[src/hdl/kfr_pkg.sv]
// ============================================================================
// kfr_pkg
// shared types and constants of the keyed fifo with removal
// ============================================================================
package kfr_pkg;

    localparam int KEY_W     = 64;
    localparam int IN_PAY_W  = 32;
    localparam int OUT_PAY_W = 32;
    localparam int OP_W      = 2;
    localparam int STATUS_W  = 3;
    localparam int OCC_W     = 7;

    localparam logic [KEY_W-1:0] BAD_KEY = '1;

    localparam logic [OP_W-1:0] OP_ENQ   = 2'd0;
    localparam logic [OP_W-1:0] OP_DEQ   = 2'd1;
    localparam logic [OP_W-1:0] OP_REM   = 2'd2;
    localparam logic [OP_W-1:0] OP_CLEAR = 2'd3;

    localparam logic [STATUS_W-1:0] ST_OK      = 3'd0;
    localparam logic [STATUS_W-1:0] ST_EMPTY   = 3'd1;
    localparam logic [STATUS_W-1:0] ST_FULL    = 3'd2;
    localparam logic [STATUS_W-1:0] ST_MISSING = 3'd3;
    localparam logic [STATUS_W-1:0] ST_BADKEY  = 3'd4;

    typedef struct packed {
        logic enq;
        logic deq;
        logic rem_apply;
        logic cmp;
    } kfr_ctrl_t;

endpackage

[src/hdl/kfr_cell.sv]
// ============================================================================
// kfr_cell
// one queue slot: holds a key and payload, compares against the search key,
// loads on enqueue and takes its younger neighbor's entry on a shift
// ============================================================================
module kfr_cell #(
    parameter int INDEX        = 0,
    parameter int PAYLOAD_BITS = 32,
    parameter int CNT_W        = 7
) (
    input  logic                        clk,
    input  kfr_pkg::kfr_ctrl_t          ctrl,
    input  logic                        sel,
    input  logic [CNT_W-1:0]            count,
    input  logic [kfr_pkg::KEY_W-1:0]   in_key,
    input  logic [PAYLOAD_BITS-1:0]     in_payload,
    input  logic [kfr_pkg::KEY_W-1:0]   search_key,
    input  logic [kfr_pkg::KEY_W-1:0]   nbr_key,
    input  logic [PAYLOAD_BITS-1:0]     nbr_payload,
    output logic [kfr_pkg::KEY_W-1:0]   cell_key,
    output logic [PAYLOAD_BITS-1:0]     cell_payload,
    output logic                        hit
);

    logic [kfr_pkg::KEY_W-1:0] key_reg;
    logic [PAYLOAD_BITS-1:0]   payload_reg;
    logic                      hit_reg;
    logic                      occupied;
    logic                      shift;

    assign occupied = CNT_W'(INDEX) < count;
    assign shift    = ctrl.deq || (ctrl.rem_apply && sel);

    always_ff @(posedge clk)
    begin
        if (ctrl.enq && (count == CNT_W'(INDEX)))
        begin
            key_reg     <= in_key;
            payload_reg <= in_payload;
        end
        else if (shift)
        begin
            key_reg     <= nbr_key;
            payload_reg <= nbr_payload;
        end
        if (ctrl.cmp)
        begin
            hit_reg <= occupied && (key_reg == search_key);
        end
    end

    assign cell_key     = key_reg;
    assign cell_payload = payload_reg;
    assign hit          = hit_reg;

endmodule

[config.mk]
export PLATFORM = sky130hd
export DESIGN_NAME = kfr_cell
export DESIGN_NICKNAME = d
export VERILOG_FILES = /design/src/hdl/kfr_pkg.sv /design/src/hdl/kfr_cell.sv
export SDC_FILE = /design/constraint.sdc
export NUM_CORES = 1
export LEC_CHECK = 0
export BUFFER_PORTS_ARGS = -buffer_cell sky130_fd_sc_hd__buf_2
export CORE_AREA = 2 2 142 144
export CTS_CLUSTER_DIAMETER = 60
export CTS_CLUSTER_SIZE = 28
export DETAILED_ROUTE_END_ITERATION = 10
export DIE_AREA = 0 0 144 146
export PLACE_DENSITY_LB_ADDON = 0.1
export SLEW_MARGIN = 10
export SYNTH_ARGS = -nofsm -noshare
export SYNTH_HDL_FRONTEND = slang
export SYNTH_SLANG_ARGS = --single-unit
[constraint.sdc]
create_clock -name clk -period 5.83 [get_ports clk]
set_input_delay 1.166 -clock clk [delete_from_list [all_inputs] [get_ports clk]]
set_output_delay 1.166 -clock clk [all_outputs]
set_load 0.005 [all_outputs]
# Word-level counts from Yosys, hierarchy flattened
# Index checks and enable logic that the tools add are counted.
# word_totals
regBits	97
word_cells	15
in_bits	269
out_inout_bits	97
# op_classes
muxes	4
eq_ne	1
magnitude_cmp	1
reduce_logical	6
# ops
cell	count
2-to-1 mux 64 bit	2
== test 64 bit	1
2-to-1 mux 32 bit	2
zero test 7 bit	1
< comparator 1 x 7 -> 1 bit, first input constant	1
logical AND 1 bit	3
nonzero test 2 bit	1
logical OR 1 bit	1

# Logic depth before layout (Yosys ltp)
# Gate-level depths: netlist (run 1).
# depth
depth_word	4
depth_mapped	6

# Worst setup path before layout (run 1)
# Ideal clock, no wire load.
# synth_timing
kind	input-to-reg
from	in count[3]
to	reg key_reg, in the netlist cell_key[0] (enable)
slack_ns	1.007
arrival_time_ns	4.366
path_stages	6
setup_ns	0.458
path_cell_list	or4_4 > nor4_4 > nand2_2 > buf_6 > buf_6 > nand2_1
# synth_via
elab_chain_len	3
# synth_lines
element	line_no	text
start: declaration	kfr_cell.sv:14	input logic [CNT_W-1:0] count,
zero test 7 bit	kfr_cell.sv:36	if (ctrl.enq && (count == CNT_W'(INDEX)))
logical AND 1 bit	kfr_cell.sv:36	
nonzero test 2 bit (no source line)	n/a	
end signal: assignment	kfr_cell.sv:38	key_reg <= in_key;
end signal: assignment	kfr_cell.sv:43	key_reg <= nbr_key;
end: declaration	kfr_cell.sv:25	logic [kfr_pkg::KEY_W-1:0] key_reg;
# Every way passes these cells.
# A chain may end at the register's enable or synchronous reset.

# Worst setup path after layout (run 1)
# layout_timing
from	in count[3]
to	reg key_reg, in the netlist cell_key[6] (enable)
# Same word-level chain as after synthesis.

==> impl_metrics.json, run 1 <==
{
  "power.density_mw_per_mm2": 240,
  "hold_buffers": 0,
  "cp_cell_sequence": "buf_2, or4_4, nor4_4, nand2_4, nand2_4, buf_4",
  "worst_pin_slew_ns": 0.903,
  "relSlewSlack_pct": 39.8,
  "wl_um": 16000,
  "slew_viol_final": 0,
  "critical_path.max_fanout": 50,
  "first_global_vias": 4124,
  "clockPowerShare_pct": 32.3,
  "dr.first_iter.drc_count": 105,
  "grt_max_degree": 63,
  "cp_slowest_cell": "nand2_4",
  "status": "finished clean",
  "max_cap_violations": 0,
  "synth-seq-cells": 97,
  "synth_common_cells": "97 x edfxtp_1, 67 x mux2_2, 64 x xnor2_1",
  "crit_family": "simple AND/OR/NAND/NOR gates",
  "ys_warn_count": 0,
  "min_from": "cell_key[30]$_DFFE_PP_",
  "grt_setup_unrepaired": "false",
  "timing.rr.end": "hit$_DFFE_PP_",
  "ys_async_sr_fraction_pct": 0,
  "holdPathStages": 3,
  "dominantRegCellSynth": "edfxtp_1",
  "overflow": 0,
  "globalplace.congestion": 0.776,
  "n_fill_cell": 1934,
  "power_frac_comb_pct": 17.2,
  "synth.avg_cell_area_um2": 16.7,
  "wl_per_cell_um": 17.1,
  "synth_top_area_share_pct": 59.2,
  "setup_viol": 0,
  "largest_reg_flops": 64,
  "netSwitchingPower_w": 0.000434,
  "area_growth_pct": 48.7,
  "antenna_found_initial": 2,
  "whs_ns": 0.720,
  "yosysMostFrequentCell": "edfxtp_1",
  "cp_data_required_time_ns": 5.84,
  "clock_skew_ns": 0.00757,
  "worstHoldEndpoint": "hit$_DFFE_PP_",
  "io-pin-count": 366,
  "final_util_pct": 37.9,
  "cts_tree": "built",
  "synth_area_leaders": "edfxtp_1 59%, mux2_2 15%, xnor2_1 11%, mux2_4 8.8%, nand4_1 1.9%",
  "cp_data_arrival_time_ns": 3.58,
  "intPower_w": 0.00132,
  "cts_buffers": 9,
  "min_period_over_period_pct": 61.2,
  "critPathLaunchType": "primary input",
  "worstSkewPairLatency_ns": 0.35,
  "ctsResizeCount": 0,
  "worstReg2RegStart": "cell_key[7]$_DFFE_PP_",
  "fmax_ghz": 0.280,
  "drc_errors": 0,
  "viasPerCell": 4.16,
  "syn-num-nets": 564,
  "seqCellArea_mm2": 0.00291,
  "cp-end-kind": "flip-flop",
  "core_mm2": 0.0193,
  "dp_hpwl_um": 13200,
  "synth_cell_types": 15,
  "rows": 51,
  "path_common_cell": "nand2_4",
  "via_count": 3886,
  "synth_seq_area_share_pct": 59.2,
  "cp_slowest_stage_delay_ns": 0.68,
  "r2r_setup_slack_ns": 3.97,
  "cts_setup_buffers": 0,
  "final_area_mm2": 0.00732,
  "multi_input_comb_area_mm2": 0.00195,
  "power_leakage_nw": 3.28,
  "grt_pass1_wl_um": 22600,
  "finalHoldViolations": 0,
  "track_usage_pct": 14.5,
  "crit_type": "in2reg",
  "dieArea_mm2": 0.0210,
  "layout.nets": 933,
  "fp.dieH_um": 146,
  "clock_path_buffers": 2,
  "fin_setup_tns_ns": 0,
  "period_minus_slack_ns": 3.57,
  "initial_utilization_pct": 25.5,
  "netlist_area_mm2": 0.00492,
  "place_area_mm2": 0.00704,
  "switching_share_pct": 24.7,
  "h-tree-depth": 3,
  "drt-pass1-iter-count": 4,
  "ctsRootBufferMaster": "clkbuf_16",
  "synth_largest_area_cell": "edfxtp_1",
  "path_buf_inv": 2,
  "ir_worst_vdd_v": 0.000139,
  "drive_gt1_share_pct": 72.3,
  "die_w_um": 144,
  "synth_edf_count": 97,
  "path_clk_slew_ns": 0.07,
  "hp-class": "reg2reg",
  "ant_nets": 0,
  "seqPwrFrac_pct": 50.5,
  "netlist_instances": 295,
  "port_buffers": 365,
  "clock-sinks": 97,
  "reg2reg_depth": 5
}
## kinds of logic after synthesis
kind of cell           share of synthesized area, %
AO/OA/AOI/OAI                                 0.102
XOR/XNOR                                       11.4
buffers and inverters                          1.52
flip-flops                                     59.2
multiplexers                                   24.2
AND/OR/NAND/NOR                                3.66
## metrics by stage
stage	total power (W)	setup slack [ns]	instances
floorplan	0.00102	1.01	295
global placement	0.00121	1.89	918
detailed placement	0.00121	1.80	918
CTS	0.00179	2.19	934
global route	0.00185	2.07	934
finish	0.00176	2.26	935
## worst max path at each step
stage | from | endpoint | cells past startpoint
after CTS | count[3] | cell_key[6]$_DFFE_PP_ | 6
after global routing | count[3] | cell_key[6]$_DFFE_PP_ | 6
final | count[3] | cell_key[6]$_DFFE_PP_ | 6
after floorplan | count[3] | cell_key[0]$_DFFE_PP_ | 6
after detailed placement | count[3] | cell_key[10]$_DFFE_PP_ | 6
after global placement | count[3] | cell_key[10]$_DFFE_PP_ | 6
## tightest hold or removal path, cell delays in order, from the launching register on
cell      delay (ns)
edfxtp_1        0.36
xnor2_1         0.08
nand4_1         0.07
nor4_1          0.05
## cell usage in the layout (no fill, tap or decap), types with 2 or more instances in the layout
master,count
buf_4,3
buf_2,365
nand4_1,15
edfxtp_1,97
mux2_2,67
inv_6,3
clkinv_2,2
nor4_1,4
nand3_1,2
xnor2_1,64
nand2_4,2
clkbuf_16,9
clkinvlp_4,2
mux2_4,29
## final cells by class
class,count,area share (%)
antenna,1,0.0342
clock buffer,9,3.08
clock inverter,7,0.701
multi-input combinational,188,26.6
sequential,97,39.8
tap,265,4.53
timing repair buffer,368,25.3
## metal layers
layer  vias up  global-route usage, %  wire (um)
met3        12                   5.79       1830
li1       1865                      -          -
met4         0                   4.66        227
met2       219                   27.0       8470
met5         -                      0          0
met1      1790                   14.6       5480
## power by group through the flow
stage               Combinational, W  Sequential [W]  Clock, W
floorplan                   0.000109        0.000909         0
global placement            0.000306        0.000905         0
detailed placement          0.000308        0.000905         0
CTS                         0.000309        0.000890  0.000593
global route                0.000332        0.000897  0.000623
finish                      0.000301        0.000888  0.000568
Note: power is estimated with default switching activity, not from simulation.
==> run 2, diff against run 1 <==
==> constraint.sdc (replaced) <==
create_clock -name clk -period 3.7 [get_ports clk]
set_input_delay 0.74 -clock clk [delete_from_list [all_inputs] [get_ports clk]]
set_output_delay 0.74 -clock clk [all_outputs]
set_load 0.005 [all_outputs]
==> impl_metrics.json, run 2 (synthesis results as in run 1) <==
{
  "power_leakage_nw": 3.31,
  "cts_tree": "built",
  "worst_pin_slew_ns": 0.902,
  "layout.nets": 935,
  "clock_skew_ns": 0.00623,
  "path_clk_slew_ns": 0.07,
  "drive_gt1_share_pct": 72.2,
  "drt-pass1-iter-count": 4,
  "fmax_ghz": 0.399,
  "setup_ws_ns": 1.20,
  "met2_usage_pct": 26.5,
  "hp-class": "in2reg",
  "wl_per_cell_um": 17.0,
  "clock-sinks": 97,
  "power.density_mw_per_mm2": 379,
  "crit_start": "count[3]",
  "post-place-ws_ns": 0.844,
  "ir_worst_vdd_v": 0.000244,
  "antenna_found_initial": 6,
  "slew_viol_final": 0,
  "rows": 51,
  "reg2reg_depth": 5,
  "timing.rr.end": "hit$_DFFE_PP_",
  "cp-end-kind": "flip-flop",
  "dp_hpwl_um": 13200,
  "first_global_vias": 4211,
  "met3_usage_pct": 5.03,
  "overflow": 0,
  "grt_use_met1_pct": 14.6,
  "io-pin-count": 366,
  "largest_reg_flops": 64,
  "globalplace.congestion": 0.764,
  "ctsResizeCount": 0,
  "max_cap_violations": 0,
  "clock_path_buffers": 2,
  "viasPerCell": 4.17,
  "status": "finished clean",
  "initial_utilization_pct": 25.5,
  "setup_viol": 0,
  "critPathLaunchType": "primary input",
  "whs_ns": 0.606,
  "die_w_um": 144,
  "cts_buffers": 9,
  "switching_share_pct": 23.4,
  "final_cell_mix": "365 x buf_2, 97 x edfxtp_1, 67 x mux2_2, 64 x xnor2_1, 29 x mux2_4",
  "hold_buffers": 0,
  "drc_errors": 0,
  "final_cells": 940,
  "seqPwrFrac_pct": 49.9,
  "worstReg2RegStart": "cell_key[21]$_DFFE_PP_",
  "dr.first_iter.drc_count": 78,
  "fin_setup_tns_ns": 0,
  "h-tree-depth": 3,
  "critPathCapture": "cell_key[48]$_DFFE_PP_",
  "ant_nets": 0,
  "period_minus_slack_ns": 2.50,
  "busiest_layer": "met2",
  "dieArea_mm2": 0.0210,
  "critical_path.max_fanout": 62,
  "intPower_w": 0.00215,
  "wl_um": 15900,
  "finalHoldViolations": 0,
  "cp_data_arrival_time_ns": 2.59,
  "power_frac_comb_pct": 17.1,
  "dp_cells": 920,
  "clockPowerShare_pct": 33.0,
  "via_count": 3916,
  "r2r_setup_slack_ns": 1.68,
  "cp_data_required_time_ns": 3.79,
  "area_growth_pct": 50.2,
  "min_period_over_period_pct": 67.7,
  "grt_setup_unrepaired": "false",
  "cts_setup_buffers": 0,
  "port_buffers": 365,
  "crit_type": "in2reg",
  "core_mm2": 0.0193,
  "ctsRootBufferMaster": "clkbuf_16",
  "fp.dieH_um": 146,
  "relSlewSlack_pct": 39.9,
  "grt_pass1_wl_um": 22500,
  "final_common_cell": "buf_2",
  "grt_max_degree": 63,
  "worstSkewPairLatency_ns": 0.34,
  "track_usage_pct": 14.4,
  "netSwitchingPower_w": 0.000656
}
## run 2: worst min path at each step
| stage | to | startpoint | cells after the start | slack (ns) |
|---|---|---|---|---|
| after global placement | hit$_DFFE_PP_ | cell_key[38]$_DFFE_PP_ | 3 | 0.72 |
| after global routing | hit$_DFFE_PP_ | ctrl[0] | 1 | 0.59 |
| after CTS | hit$_DFFE_PP_ | ctrl[0] | 1 | 0.59 |
| after floorplan | hit$_DFFE_PP_ | cell_key[38]$_DFFE_PP_ | 3 | 0.69 |
| final | hit$_DFFE_PP_ | ctrl[0] | 1 | 0.61 |
| after detailed placement | hit$_DFFE_PP_ | cell_key[38]$_DFFE_PP_ | 3 | 0.74 |
## run 2: critical path: stages
cell     delay (ns)
buf_2          0.10
or4_4          0.53
nor4_4         0.23
nand2_4        0.12
buf_4          0.38
mux2_4         0.41
## run 2: final cells by class
| class | instances | area, um^2 |
|---|---|---|
| Fill cell | 1941 | 11900 |
| Sequential cell | 97 | 2910 |
| Multi-Input combinational cell | 188 | 1950 |
| Timing Repair Buffer | 370 | 1900 |
| Tap cell | 265 | 332 |
| Clock buffer | 10 | 229 |
| Clock inverter | 5 | 57.6 |
| Antenna cell | 5 | 12.5 |
## run 2: metal layers
metal  share of wire (%)  vias up  wire, um
met5               0.050        -         8
met4                 2.3        2       362
met3                  10       24      1600
met2                  52      222      8280
met1                  36     1795      5700
li1                    -     1873         -
## run 2: metrics by stage
| stage | instance area, um^2 | utilization, % | power (W) |
|---|---|---|---|
| after floorplan | 4930 | - | 0.00160 |
| after global placement | 7090 | 36.7 | 0.00191 |
| after detailed placement | 7090 | 36.7 | 0.00191 |
| after CTS | 7380 | 38.2 | 0.00285 |
| after global routing | 7390 | 38.2 | 0.00294 |
| final | 7390 | 38.2 | 0.00280 |
## run 2: power groups by stage
| stage | combinational, W | clock (W) | sequential (W) |
|---|---|---|---|
| 2_1_floorplan | 0.000172 | 0 | 0.00143 |
| 3_3_place_gp | 0.000484 | 0 | 0.00143 |
| 3_5_place_dp | 0.000487 | 0 | 0.00143 |
| 4_1_cts | 0.000490 | 0.000956 | 0.00140 |
| 5_1_grt | 0.000526 | 0.000995 | 0.00141 |
| 6_report | 0.000478 | 0.000926 | 0.00140 |
